## src/hw/rtl/uart_line_link_handshake_defines.svh

```systemverilog
// assertion macros for the uart line link with handshake
// used by uart_line_link_handshake; expects clk and rst in scope
`ifndef UART_LINE_LINK_HANDSHAKE_DEFINES_SVH
`define UART_LINE_LINK_HANDSHAKE_DEFINES_SVH

// same-cycle implication
`define ULLH_ASSERT_IMP(name, ante, cons, msg) \
  name: assert property (@(posedge clk) disable iff (rst) (ante) |-> (cons)) \
    else $error(msg);

// next-cycle implication
`define ULLH_ASSERT_NEXT(name, ante, cons, msg) \
  name: assert property (@(posedge clk) disable iff (rst) (ante) |=> (cons)) \
    else $error(msg);

`endif

```

## src/hw/rtl/ullh_pkg.sv

```systemverilog
// shared types and constants for the uart line link with handshake
// no dependencies
package ullh_pkg;

  localparam int ULLH_LINE_BYTES  = 32;
  localparam int ULLH_QUEUE_LINES = 4;

  localparam logic [15:0] PING_IVL_RST = 16'd1000;
  localparam logic [15:0] TIMEOUT_RST  = 16'd3000;

  localparam logic [1:0] ACT_BYTE = 2'd0;
  localparam logic [1:0] ACT_TICK = 2'd1;
  localparam logic [1:0] ACT_POP  = 2'd2;

  localparam logic [1:0] REG_INITIATOR = 2'd0;
  localparam logic [1:0] REG_PING_IVL  = 2'd1;
  localparam logic [1:0] REG_TIMEOUT   = 2'd2;

  localparam logic [2:0] TX_NONE = 3'd0;
  localparam logic [2:0] TX_PING = 3'd1;
  localparam logic [2:0] TX_PONG = 3'd2;
  localparam logic [2:0] TX_ACK  = 3'd3;
  localparam logic [2:0] TX_KA   = 3'd4;

  localparam logic [7:0] CHAR_CR   = 8'h0D;
  localparam logic [7:0] CHAR_LF   = 8'h0A;
  localparam logic [7:0] CHAR_HASH = 8'h23;

  localparam logic [31:0] WORD_PING = 32'h50494E47;
  localparam logic [31:0] WORD_PONG = 32'h504F4E47;
  localparam logic [23:0] WORD_ACK  = 24'h41434B;
  localparam logic [15:0] WORD_KA   = 16'h4B41;

  typedef struct packed {
    logic tick;
    logic seen;
    logic ping_chk;
  } ullh_tmr_ctl_t;

endpackage

```

## src/hw/rtl/ullh_timer.sv

```systemverilog
// millisecond clock and link timers with one shared subtract and compare unit
// depends on ullh_pkg
module ullh_timer import ullh_pkg::*; (
  input  logic          clk,
  input  logic          rst,
  input  ullh_tmr_ctl_t ctl,
  input  logic [15:0]   ping_ivl,
  input  logic [15:0]   timeout,
  output logic          expired
);

  logic [31:0] ms_now;
  logic [31:0] last_ping;
  logic [31:0] last_seen;
  logic [31:0] ref_ms;
  logic [15:0] limit;
  logic [31:0] diff;

  assign ref_ms  = ctl.ping_chk ? last_ping : last_seen;
  assign limit   = ctl.ping_chk ? ping_ivl : timeout;
  assign diff    = ms_now - ref_ms;
  assign expired = (diff[31:16] != 16'd0) || (diff[15:0] > limit);

  always_ff @(posedge clk) begin
    if (rst) begin
      ms_now    <= 32'd0;
      last_ping <= 32'd0;
      last_seen <= 32'd0;
    end else begin
      if (ctl.tick) begin
        ms_now <= ms_now + 32'd1;
      end
      if (ctl.seen) begin
        last_seen <= ms_now;
      end
      if (ctl.ping_chk && expired) begin
        last_ping <= ms_now;
      end
    end
  end

endmodule

```

## src/hw/rtl/uart_line_link_handshake.sv

```systemverilog
// steps: a byte goes to EMIT; a non-empty data line to COPY, then EMIT; a tick to TICK_P,
// TICK_S, then EMIT; a pop to POP_RD, POP_OUT per character (EMIT for an empty queue or
// empty line); EMIT and POP_OUT wait on output stall; one transaction at a time, set by
// the sequencer, the shared timer compare and the single-port line copy; results wait in
// an output register; reset: sync active high, clears link, line length, queue pointers
// and timers; line and queue memories are not cleared
`include "uart_line_link_handshake_defines.svh"

module uart_line_link_handshake import ullh_pkg::*; #(
  parameter int LINE_BYTES  = ULLH_LINE_BYTES,
  parameter int QUEUE_LINES = ULLH_QUEUE_LINES
) (
  input  logic        clk,
  input  logic        rst,
  input  logic        s_tvalid,
  output logic        s_tready,
  input  logic [7:0]  s_tdata,   // rx_byte
  input  logic [1:0]  s_tuser,   // action
  output logic        m_tvalid,
  input  logic        m_tready,
  output logic [15:0] m_tdata,   // tx_code, line_char, connected, lines_waiting, line_dropped
  output logic [0:0]  m_tuser,   // char_valid
  output logic        m_tlast,
  input  logic        cfg_wr_en,
  input  logic [1:0]  cfg_addr,
  input  logic [15:0] cfg_wdata
);

  localparam int LEN_W    = $clog2(LINE_BYTES);
  localparam int SLOT_W   = (QUEUE_LINES > 1) ? $clog2(QUEUE_LINES) : 1;
  localparam int CNT_W    = $clog2(QUEUE_LINES + 1);
  localparam int RX_DEPTH = 1 << LEN_W;
  localparam int Q_DEPTH  = 1 << (SLOT_W + LEN_W);
  localparam int QL_DEPTH = 1 << SLOT_W;
  localparam logic [LEN_W-1:0]  MAX_LEN   = LEN_W'(LINE_BYTES - 1);
  localparam logic [SLOT_W-1:0] LAST_SLOT = SLOT_W'(QUEUE_LINES - 1);
  localparam logic [CNT_W-1:0]  FULL_CNT  = CNT_W'(QUEUE_LINES);

  localparam logic [2:0] ST_IDLE    = 3'd0;
  localparam logic [2:0] ST_COPY    = 3'd1;
  localparam logic [2:0] ST_TICK_P  = 3'd2;
  localparam logic [2:0] ST_TICK_S  = 3'd3;
  localparam logic [2:0] ST_POP_RD  = 3'd4;
  localparam logic [2:0] ST_POP_OUT = 3'd5;
  localparam logic [2:0] ST_EMIT    = 3'd6;

  logic [2:0] state;

  logic        initiator;
  logic [15:0] ping_ivl;
  logic [15:0] timeout;

  logic             link_up;
  logic [LEN_W-1:0] rx_length;
  logic [7:0]       rx_mem [RX_DEPTH];
  logic [7:0]       rx_head [4];
  logic [7:0]       rx_rd_data;

  logic [7:0]        qmem [Q_DEPTH];
  logic [LEN_W-1:0]  qlen [QL_DEPTH];
  logic [7:0]        q_rd_data;
  logic [SLOT_W-1:0] head;
  logic [SLOT_W-1:0] tail;
  logic [SLOT_W-1:0] pslot;
  logic [CNT_W-1:0]  queue_count;

  logic [LEN_W-1:0] clen;
  logic [LEN_W-1:0] cidx;
  logic [LEN_W-1:0] cwidx;
  logic             cpend;
  logic [LEN_W-1:0] plen;
  logic [LEN_W-1:0] pidx;

  logic [2:0] res_tx;
  logic       res_drop;

  logic [2:0] o_tx;
  logic [7:0] o_char;
  logic       o_cv;
  logic       o_last;
  logic       o_conn;
  logic [2:0] o_lines;
  logic       o_drop;

  logic accept;
  logic out_free;
  logic is_byte;
  logic is_lf;
  logic is_cr;
  logic [31:0] head_word;
  logic is_ping;
  logic is_pong;
  logic is_ack;
  logic is_ka;
  logic is_hash;
  logic q_full;
  logic data_line;
  logic rx_wr;
  logic rx_rd_en;
  logic q_wr;
  logic copy_last;
  logic q_commit;
  logic [LEN_W-1:0]  commit_len;
  logic [SLOT_W-1:0] tail_next;
  logic [SLOT_W-1:0] head_next;
  logic [LEN_W-1:0]  head_len;

  ullh_tmr_ctl_t tmr_ctl;
  logic          tmr_expired;

  assign s_tready = (state == ST_IDLE);
  assign accept   = s_tvalid && s_tready;
  assign out_free = !m_tvalid || m_tready;

  assign is_byte   = (s_tuser == ACT_BYTE);
  assign is_lf     = (s_tdata == CHAR_LF);
  assign is_cr     = (s_tdata == CHAR_CR);
  assign head_word = {rx_head[0], rx_head[1], rx_head[2], rx_head[3]};
  assign is_ping   = (32'(rx_length) == 32'd4) && (head_word == WORD_PING);
  assign is_pong   = (32'(rx_length) == 32'd4) && (head_word == WORD_PONG);
  assign is_ack    = (32'(rx_length) == 32'd3) && (head_word[31:8] == WORD_ACK);
  assign is_ka     = (32'(rx_length) == 32'd2) && (head_word[31:16] == WORD_KA);
  assign is_hash   = (rx_length != '0) && (rx_head[0] == CHAR_HASH);
  assign q_full    = (queue_count == FULL_CNT);

  // line that goes to the queue rather than to the handshake; keep-alive and # lines are not queued
  assign data_line = !(!initiator && is_ping)
                  && !(initiator && is_pong && !link_up)
                  && !(!initiator && is_ack)
                  && !is_ka && !is_hash;

  assign rx_wr     = accept && is_byte && !is_cr && !is_lf && (rx_length < MAX_LEN);
  assign rx_rd_en  = (state == ST_COPY) && (cidx != clen);
  assign q_wr      = (state == ST_COPY) && cpend;
  assign copy_last = q_wr && (cwidx == clen - LEN_W'(1));
  assign q_commit  = copy_last
                  || (accept && is_byte && is_lf && data_line && !q_full && rx_length == '0);
  assign commit_len = (state == ST_COPY) ? clen : '0;

  assign tail_next = (tail == LAST_SLOT) ? '0 : tail + SLOT_W'(1);
  assign head_next = (head == LAST_SLOT) ? '0 : head + SLOT_W'(1);
  assign head_len  = qlen[head];

  assign tmr_ctl.tick     = accept && (s_tuser == ACT_TICK);
  assign tmr_ctl.seen     = accept && is_byte && is_lf;
  assign tmr_ctl.ping_chk = (state == ST_TICK_P);

  ullh_timer u_timer (
    .clk      (clk),
    .rst      (rst),
    .ctl      (tmr_ctl),
    .ping_ivl (ping_ivl),
    .timeout  (timeout),
    .expired  (tmr_expired)
  );

  always_ff @(posedge clk) begin
    if (rx_wr) begin
      rx_mem[rx_length] <= s_tdata;
    end
    if (rx_wr && (32'(rx_length) < 32'd4)) begin
      rx_head[rx_length[1:0]] <= s_tdata;
    end
    if (rx_rd_en) begin
      rx_rd_data <= rx_mem[cidx];
    end
    if (q_wr) begin
      qmem[{tail, cwidx}] <= rx_rd_data;
    end
    if (q_commit) begin
      qlen[tail] <= commit_len;
    end
    if (state == ST_POP_RD) begin
      q_rd_data <= qmem[{pslot, pidx}];
    end
  end

  always_ff @(posedge clk) begin
    if (rst) begin
      state       <= ST_IDLE;
      initiator   <= 1'b0;
      ping_ivl    <= PING_IVL_RST;
      timeout     <= TIMEOUT_RST;
      link_up     <= 1'b0;
      rx_length   <= '0;
      head        <= '0;
      tail        <= '0;
      queue_count <= '0;
      cpend       <= 1'b0;
      m_tvalid    <= 1'b0;
    end else begin
      if (cfg_wr_en) begin
        unique case (cfg_addr)
          REG_INITIATOR: initiator <= cfg_wdata[0];
          REG_PING_IVL:  ping_ivl  <= cfg_wdata;
          REG_TIMEOUT:   timeout   <= cfg_wdata;
          default: ;
        endcase
      end

      if (m_tvalid && m_tready) begin
        m_tvalid <= 1'b0;
      end

      if (q_commit) begin
        tail        <= tail_next;
        queue_count <= queue_count + CNT_W'(1);
      end

      unique case (state)
        ST_IDLE: begin
          if (accept) begin
            res_tx   <= TX_NONE;
            res_drop <= 1'b0;
            state    <= ST_EMIT;
            priority if (is_byte) begin
              priority if (is_cr) begin
              end else if (is_lf) begin
                rx_length <= '0;
                priority if (!initiator && is_ping) begin
                  res_tx <= TX_PONG;
                end else if (initiator && is_pong && !link_up) begin
                  res_tx  <= TX_ACK;
                  link_up <= 1'b1;
                end else if (!initiator && is_ack) begin
                  link_up <= 1'b1;
                end else if (data_line) begin
                  if (q_full) begin
                    res_drop <= 1'b1;
                  end else if (rx_length != '0) begin
                    clen  <= rx_length;
                    cidx  <= '0;
                    cpend <= 1'b0;
                    state <= ST_COPY;
                  end
                end
              end else if (rx_length < MAX_LEN) begin
                rx_length <= rx_length + LEN_W'(1);
              end else begin
                rx_length <= '0;
              end
            end else if (s_tuser == ACT_TICK) begin
              state <= ST_TICK_P;
            end else if (s_tuser == ACT_POP) begin
              if (queue_count != '0) begin
                pslot       <= head;
                plen        <= head_len;
                pidx        <= '0;
                head        <= head_next;
                queue_count <= queue_count - CNT_W'(1);
                if (head_len != '0) begin
                  state <= ST_POP_RD;
                end
              end
            end
          end
        end
        ST_COPY: begin
          cpend <= rx_rd_en;
          cwidx <= cidx;
          if (rx_rd_en) begin
            cidx <= cidx + LEN_W'(1);
          end
          if (copy_last) begin
            cpend <= 1'b0;
            state <= ST_EMIT;
          end
        end
        ST_TICK_P: begin
          if (tmr_expired) begin
            res_tx <= link_up ? TX_KA : (initiator ? TX_PING : TX_NONE);
          end
          state <= ST_TICK_S;
        end
        ST_TICK_S: begin
          if (link_up && tmr_expired) begin
            link_up <= 1'b0;
          end
          state <= ST_EMIT;
        end
        ST_POP_RD: begin
          state <= ST_POP_OUT;
        end
        ST_POP_OUT: begin
          if (out_free) begin
            m_tvalid <= 1'b1;
            o_tx     <= TX_NONE;
            o_char   <= q_rd_data;
            o_cv     <= 1'b1;
            o_last   <= (pidx == plen - LEN_W'(1));
            o_conn   <= link_up;
            o_lines  <= 3'(queue_count);
            o_drop   <= 1'b0;
            if (pidx == plen - LEN_W'(1)) begin
              state <= ST_IDLE;
            end else begin
              pidx  <= pidx + LEN_W'(1);
              state <= ST_POP_RD;
            end
          end
        end
        ST_EMIT: begin
          if (out_free) begin
            m_tvalid <= 1'b1;
            o_tx     <= res_tx;
            o_char   <= 8'd0;
            o_cv     <= 1'b0;
            o_last   <= 1'b1;
            o_conn   <= link_up;
            o_lines  <= 3'(queue_count);
            o_drop   <= res_drop;
            state    <= ST_IDLE;
          end
        end
        default: begin
          state <= ST_IDLE;
        end
      endcase
    end
  end

  assign m_tdata = {o_drop, o_lines, o_conn, o_char, o_tx};
  assign m_tuser = o_cv;
  assign m_tlast = o_last;

  `ULLH_ASSERT_NEXT(a_busy_after_accept, s_tvalid && s_tready, !s_tready, "ready right after accept")
  `ULLH_ASSERT_IMP(a_count_bound, 1'b1, queue_count <= FULL_CNT, "queue count above depth")
  `ULLH_ASSERT_IMP(a_copy_room, state == ST_COPY, queue_count < FULL_CNT, "copy into full queue")
  `ULLH_ASSERT_IMP(a_pop_index, state == ST_POP_OUT, pidx < plen, "pop index past line length")

endmodule
```

## config.mk

```make
export PLATFORM = sky130hd
export DESIGN_NAME = uart_line_link_handshake
export DESIGN_NICKNAME = d
export VERILOG_FILES = /design/src/hw/rtl/ullh_pkg.sv /design/src/hw/rtl/ullh_timer.sv /design/src/hw/rtl/uart_line_link_handshake.sv
export VERILOG_INCLUDE_DIRS = /design/src /design/src/hw/rtl
export SDC_FILE = /design/constraint.sdc
export NUM_CORES = 2
export LEC_CHECK = 0
export BUFFER_PORTS_ARGS = -buffer_cell sky130_fd_sc_hd__clkbuf_2
export CORE_MARGIN = 4
export CORE_UTILIZATION = 50
export CTS_CLUSTER_SIZE = 40
export DETAILED_ROUTE_END_ITERATION = 10
export MAX_ROUTING_LAYER = met4
export PLACE_DENSITY = 0.65
export SYNTH_ARGS = -nofsm -noshare
export SYNTH_HDL_FRONTEND = slang
export SYNTH_SLANG_ARGS = --single-unit
```

## constraint.sdc

```tcl
create_clock -name clk -period 12.9 [get_ports clk]
set_input_delay 2.58 -clock clk [delete_from_list [all_inputs] [get_ports clk]]
set_output_delay 2.58 -clock clk [all_outputs]
set_load 0.01 [all_outputs]
```

; Word-level counts from Yosys, hierarchy flattened
; Memory sizes are Yosys's and may differ from the RTL's. A register that Yosys moved wholly into a read port is not among the register bits.
; Cells that the tools add are included.
[totals]
reg_bits = 196
latchBits = 0
ram_bits = 1332
mem_bits_ro = 0
word_cells = 291
n_memories = 4
[memory_table]
columns = memory, depth, word_bits, read_ports, rd_clocked_by_memory_dff, wr, line_no
row1 = qmem, 128, 8, 1, 1, 1, uart_line_link_handshake.sv:59  ; logic [7:0] qmem [Q_DEPTH];
row2 = rx_mem, 32, 8, 1, 1, 1, uart_line_link_handshake.sv:55  ; logic [7:0] rx_mem [RX_DEPTH];
row3 = rx_head, 4, 8, 4, 0, 1, uart_line_link_handshake.sv:56  ; logic [7:0] rx_head [4];
row4 = qlen, 4, 5, 1, 1, 1, uart_line_link_handshake.sv:60  ; logic [LEN_W-1:0] qlen [QL_DEPTH];
[classes]
addsub = 11
mul = 0
div_mod_pow = 0
order_cmp = 3
n_eq_ne = 48
shift = 0
mux = 110
bitwise_logic = 10
n_reduce_logical = 76
[op_table]
columns = operator, count
row1 = $mux 5, 21
row2 = $mux 3, 26
row3 = $eq 32x31->1 const B, 2
row4 = $mux 1, 36
row5 = $add 32x1->32 const B, 1
row6 = $mux 32, 1
row7 = $sub 32x32->32, 1
row8 = $logic_and 1x1->1, 30
row9 = $ne 2x2->1 const B, 14
row10 = $eq 24x23->1 const B, 1
row11 = $mux 2, 12
row12 = $pmux 3 s7, 1
row13 = $pmux 5 s2, 2
row14 = $eq 16x15->1 const B, 1
row15 = $eq 8x4->1 const B, 2
row16 = $gt 16x16->1, 1
row17 = $mux 16, 1
row18 = $mux 8, 2
row19 = $pmux 8 s2, 1
row20 = $reduce_and 4->1, 4
row21 = $reduce_bool 16->1, 1
row22 = $add 5x1->5 const B, 3
row23 = $ne 2x1->1 const B, 7
row24 = $reduce_and 13->1, 1
row25 = other kinds (38), 86

; Depth between registers and ports, before layout
; An unclocked memory read counts as a cell.
[depth]
word_depth = 21
ltp_mapped = 26

; Hierarchy
; A second synthesis with hierarchy kept.
[unflattened]
cells_unflattened = 3644
hier_area_um2 = 63313.2
[modules_own_cells]
columns = mod, instances, cells_per_inst, area_per_inst_um2
row1 = uart_line_link_handshake, 1, 2857, 56553.0
row2 = ullh_timer, 1, 787, 6760.2

; Worst setup path before layout
; No wires, ideal clock.
[synth_timing]
kind = register -> register
start = reg state[2]
end = reg u_timer.last_ping[0]
arrival_time_ns = 5.070
required_time_ns = 12.781
setup_slack_ns = 7.711
stages_incl_launch_ff = 24
path_cell_list = dfxtp_1 -> clkbuf_1 -> nor3_1 -> clkbuf_1 -> nand2_1 -> nand2_1 -> ha_1 -> inv_1 -> fa_1 -> a21o_1 -> a221o_2 -> a21o_2 -> o21ai_0 -> xnor2_1 -> ha_1 -> and4_1 -> a221o_1 -> a21oi_1 -> a22oi_1 -> nor4_1 -> a41o_2 -> nand2_4 -> buf_8 -> mux2i_1
[synth_between]
elab_chain_len = 6
[synth_lines]
columns = item, line_no
row1 = start: declaration, uart_line_link_handshake.sv:47  ; logic [2:0] state;
row2 = start signal: assignment, uart_line_link_handshake.sv:180  ; state <= ST_IDLE;
row3 = start signal: assignment, uart_line_link_handshake.sv:215  ; state <= ST_EMIT;
row4 = start signal: assignment, uart_line_link_handshake.sv:234  ; state <= ST_COPY;
row5 = $eq 3x2->1 (*), uart_line_link_handshake.sv:146  ; assign tmr_ctl.ping_chk = (state == ST_TICK_P);
row6 = $mux 32, ullh_timer.sv:19  ; assign ref_ms = ctl.ping_chk ? last_ping : last_seen;
row7 = $sub 32x32->32, ullh_timer.sv:21  ; assign diff = ms_now - ref_ms;
row8 = $gt 16x16->1 / $reduce_bool 16->1 (equally long branches), ullh_timer.sv:22  ; assign expired = (diff[31:16] != 16'd0) || (diff[15:0] > limit);
row9 = $logic_or 1x1->1, ullh_timer.sv:22
row10 = $logic_and 1x1->1 (*), ullh_timer.sv:36  ; if (ctl.ping_chk && expired) begin
row11 = end signal: assignment, ullh_timer.sv:37  ; last_ping <= ms_now;
row12 = end: declaration, ullh_timer.sv:13  ; logic [31:0] last_ping;
; Every way passes the cells marked *; elsewhere a longest branch is shown, timed or not.
; A chain may end at the register's enable or synchronous reset.

; Worst setup path in the final report
[layout_timing]
start = reg state[1]
end = reg u_timer.last_ping[31]
; Same word-level chain as after synthesis.

==> summary.md <==
| Metric | Value |
|---|---|
| Clock Latency Late Sink | 0.75 ns |
| Endpoints failing setup | 0 |
| Most common cell in the netlist | edfxtp_1 |
| Mapped Cells | 3,419 |
| Synth area leaders | edfxtp_1, mux4_2, dfxtp_1 |
| EDFF count, synth | between 1,000 and 1,500 |
| Initial DRC Count | 3,056 |
| Die Y | roughly 360 microns |
| Hold Vio Cnt, Final | 0 |
| Max-cap violations | 0 |
| Clock net sink count | 1,546 |
| Final Skew | about 0.037 ns |
| Max incr delay on CP | roughly 0.55 ns |
| PostCTS Resize Cnt | 0 |
| Num rows | around 130 |
| Top-Level Pins | 53 |
| Crit Path Category | register to register |
| Port bufs | 52 |
| Top cells by count, synth | edfxtp_1, mux4_2, nor2_1 |
| Cell chain of the critical path | inv_1, nor3_2, buf_4, buf_4, mux2i_1, ha_1, a21oi_1, o21ai_0, a211o_1, nor2_1, nor2_1, xor2_1, ha_1, and4_1, a221o_1, a21oi_1, a22oi_1, nor4_1, a41o_2, nand2_4, mux2i_1 |
| Maximum VDD drop | 0.1752 mV |
| Hold Slack | 0.4432 ns |
| Post-CTS Setup Bufs | 0 |
| Status | completed |
| Die width | 362.9 microns |
| Total number of vias | 32,060 |
| Critical path required time | 13.53 ns |
| HPWL after detailed placement | 86,220 microns |
| WL/cell | 26.90 microns |
| Mapped cell area | 62,970 sq um |
| Syn Nets | 3,517 |
| Synth area leader | edfxtp_1 |
| Vias in the first global route | 32,960 |
| TritonCTS clock tree | done |
| Antenna-violating nets left | 0 |
| Die area | 131,700 sq um |
| Synth Area per Inst | 18.42 sq um |
| Detailed Route WL | 141,300 microns |
| Synthesis-to-layout area growth | 10.87% |
| Leak | between 0.02 and 0.025 uW |
| Library cells used by synthesis | between 80 and 90 |
| Max-slew violations | 0 |
| Ys flop type | edfxtp_1 |
| # DRC | 0 |
| Fillers | 9,233 |
| Max clock buf depth | 3 |
| Yosys warnings | 0 |
| Crit path DAT | roughly 6.7 ns |
| Vias per cell | 6.104 |
| Post-synthesis async set-or-reset flop share | 0% |
| Pwr dens | approximately 170 nW/um^2 |
| Max FO, Critical Path | 32 |
| Clk slew on worst S/H paths | 0.06 ns |
| Tcrit/Tclk final | between 40% and 50% |
| Yosys reg bits | 1,546 |
| Worst-margin pin slew | 1.211 ns |
| GRT Residual Overflow | 0 |
| GP Congestion | about 0.92 |
| H-Tree Depth | 4 |
| Register area share after synthesis | 71.36% |
| Layout Utilization | between 50% and 60% |
| Number of buffers created by CTS | 155 |
| Post-CTS Hold Fix Bufs | 0 |
| Largest net degree at the start of global routing | ~120 |
| Layout net count | between 3,000 and 4,000 |
| Drt first pass iters | 6 |
| FMAX | 166.1 MHz |
| RSZ-0062 raised after global routing | no |
| Final min period | 6.020 ns |
| Root buf cell | clkbuf_16 |
| Rel. slew slack | between 15 and 20% |
| Startpoint Class | register |
| Total power | 11,590 uW |
| Critical Path Sink Type | register |
| Gr usage total | 22.42% |
| Slowest CP cell | buf_4 |
| Core area | roughly 120,000 sq um |
| Initial antenna violation count | 3 |
| Yosys top cell area share | between 60% and 70% |
| Fraction of layout cells with a size suffix above 1 | 22.41% |
| First-pass GRT wire length | approximately 210,000 microns |
| TNS Setup | 0 ns |
| Worst Hold Class | register to register |
| Initial core utilization | roughly half |
==> cell families (layout without fill, tap and decap cells) <==
| logic type | after synthesis | in the layout | share of synthesized area [%] |
|---|---|---|---|
| adder cells (fa/ha/maj) | 65 | 65 | 1.304 |
| AND/OR/NAND/NOR | 770 | 770 | 5.923 |
| multiplexers | 521 | 521 | 16.68 |
| AO/OA/AOI/OAI | 239 | 239 | 2.289 |
| other | 0 | 1 | 0 |
| flip-flops | 1546 | 1546 | 71.36 |
| XOR/XNOR | 76 | 76 | 1.057 |
| buffers and inverters | 202 | 397 | 1.385 |
==> path summary, 6_finish.rpt <==
| path | depth (start not counted) | slack, ns | endpoint | startpoint |
|---|---|---|---|---|
| max | 21 | 6.88 | u_timer.last_ping[31] | state[1] |
| min | 0 | 0.44 | cwidx[0] | cidx[0] |
| max reg2reg | 21 | 6.88 | u_timer.last_ping[31] | state[1] |
| min reg2reg | 0 | 0.44 | cwidx[0] | cidx[0] |
==> power by group <==
part | switching, uW | internal, uW | total, uW
clock | 1860 | 2520 | 4380
sequential | 74.9 | 5780 | 5850
combinational | 844 | 510 | 1350
total | 2780 | 8810 | 11600
==> cell type report <==
type	instances	area (sq um)	area share [%]
antenna	1	2.502	0.003585
clock buffer	193	4125	5.909
clock inverter	86	814.5	1.167
inverter	27	101.3	0.1452
multi-input combinational	1671	17200	24.64
sequential	1546	44930	64.37
tap	1637	2048	2.934
timing repair buffer	91	580.6	0.8316
==> worst max-delay path, delay by kind of cell (launching register included) <==
kind            cells  cell delay [ns]
compound gates      7             1.65
simple gates        6             1.38
buf+inv             3             1.11
fa+ha+maj           2             0.60
mux                 2             0.55
flops               1             0.47
xor+xnor            1             0.16
==> placed cells by master (no fill, tap or decap), types with 26 or more instances in the layout <==
cell | Yosys | routed
mux2i_1 | 83 | 83
nor2_1 | 272 | 272
clkinv_1 | 0 | 37
ha_1 | 64 | 64
clkbuf_1 | 122 | 31
clkbuf_16 | 0 | 158
dfxtp_1 | 149 | 149
inv_1 | 26 | 26
mux4_2 | 421 | 421
edfxtp_1 | 1397 | 1397
clkbuf_2 | 0 | 51
a21oi_1 | 121 | 121
xnor2_1 | 37 | 37
o21ai_0 | 39 | 39
buf_4 | 5 | 38
and3_1 | 27 | 27
xor2_1 | 39 | 39
nand2_1 | 228 | 222
or2b_2 | 39 | 39
nand3_1 | 39 | 37
==> registers in the layout (all words and copies together), names as in the netlist, 16 cells and up, named ones only <==
signal	flops
u_timer.last_ping	32
ping_ivl	16
u_timer.ms_now	32
qmem	1024
rx_mem	256
qlen	20
rx_head	32
u_timer.last_seen	32
timeout	16
==> stage by stage <==
step,instances,setup WS (ns),area [sq um]
3_5_place_dp,4972,6.567,64870
2_1_floorplan,3419,7.711,62970
5_1_grt,5252,6.418,69810
6_report,5252,6.880,69810
3_3_place_gp,4972,6.694,64870
4_1_cts,5251,6.850,69810
==> routing by layer <==
metal | vias up | share of wire (%) | wire length [microns] | GRT usage, %
met3 | 218 | 6.7 | 9489 | 3.605
met5 | - | 0 | 0 | -
met4 | 0 | 2.2 | 3069 | 5.638
li1 | 13800 | - | - | -
met2 | 1182 | 49 | 69280 | 35.27
met1 | 16860 | 42 | 59440 | 31.13
No activity file was read; power rests on OpenSTA's default activity.
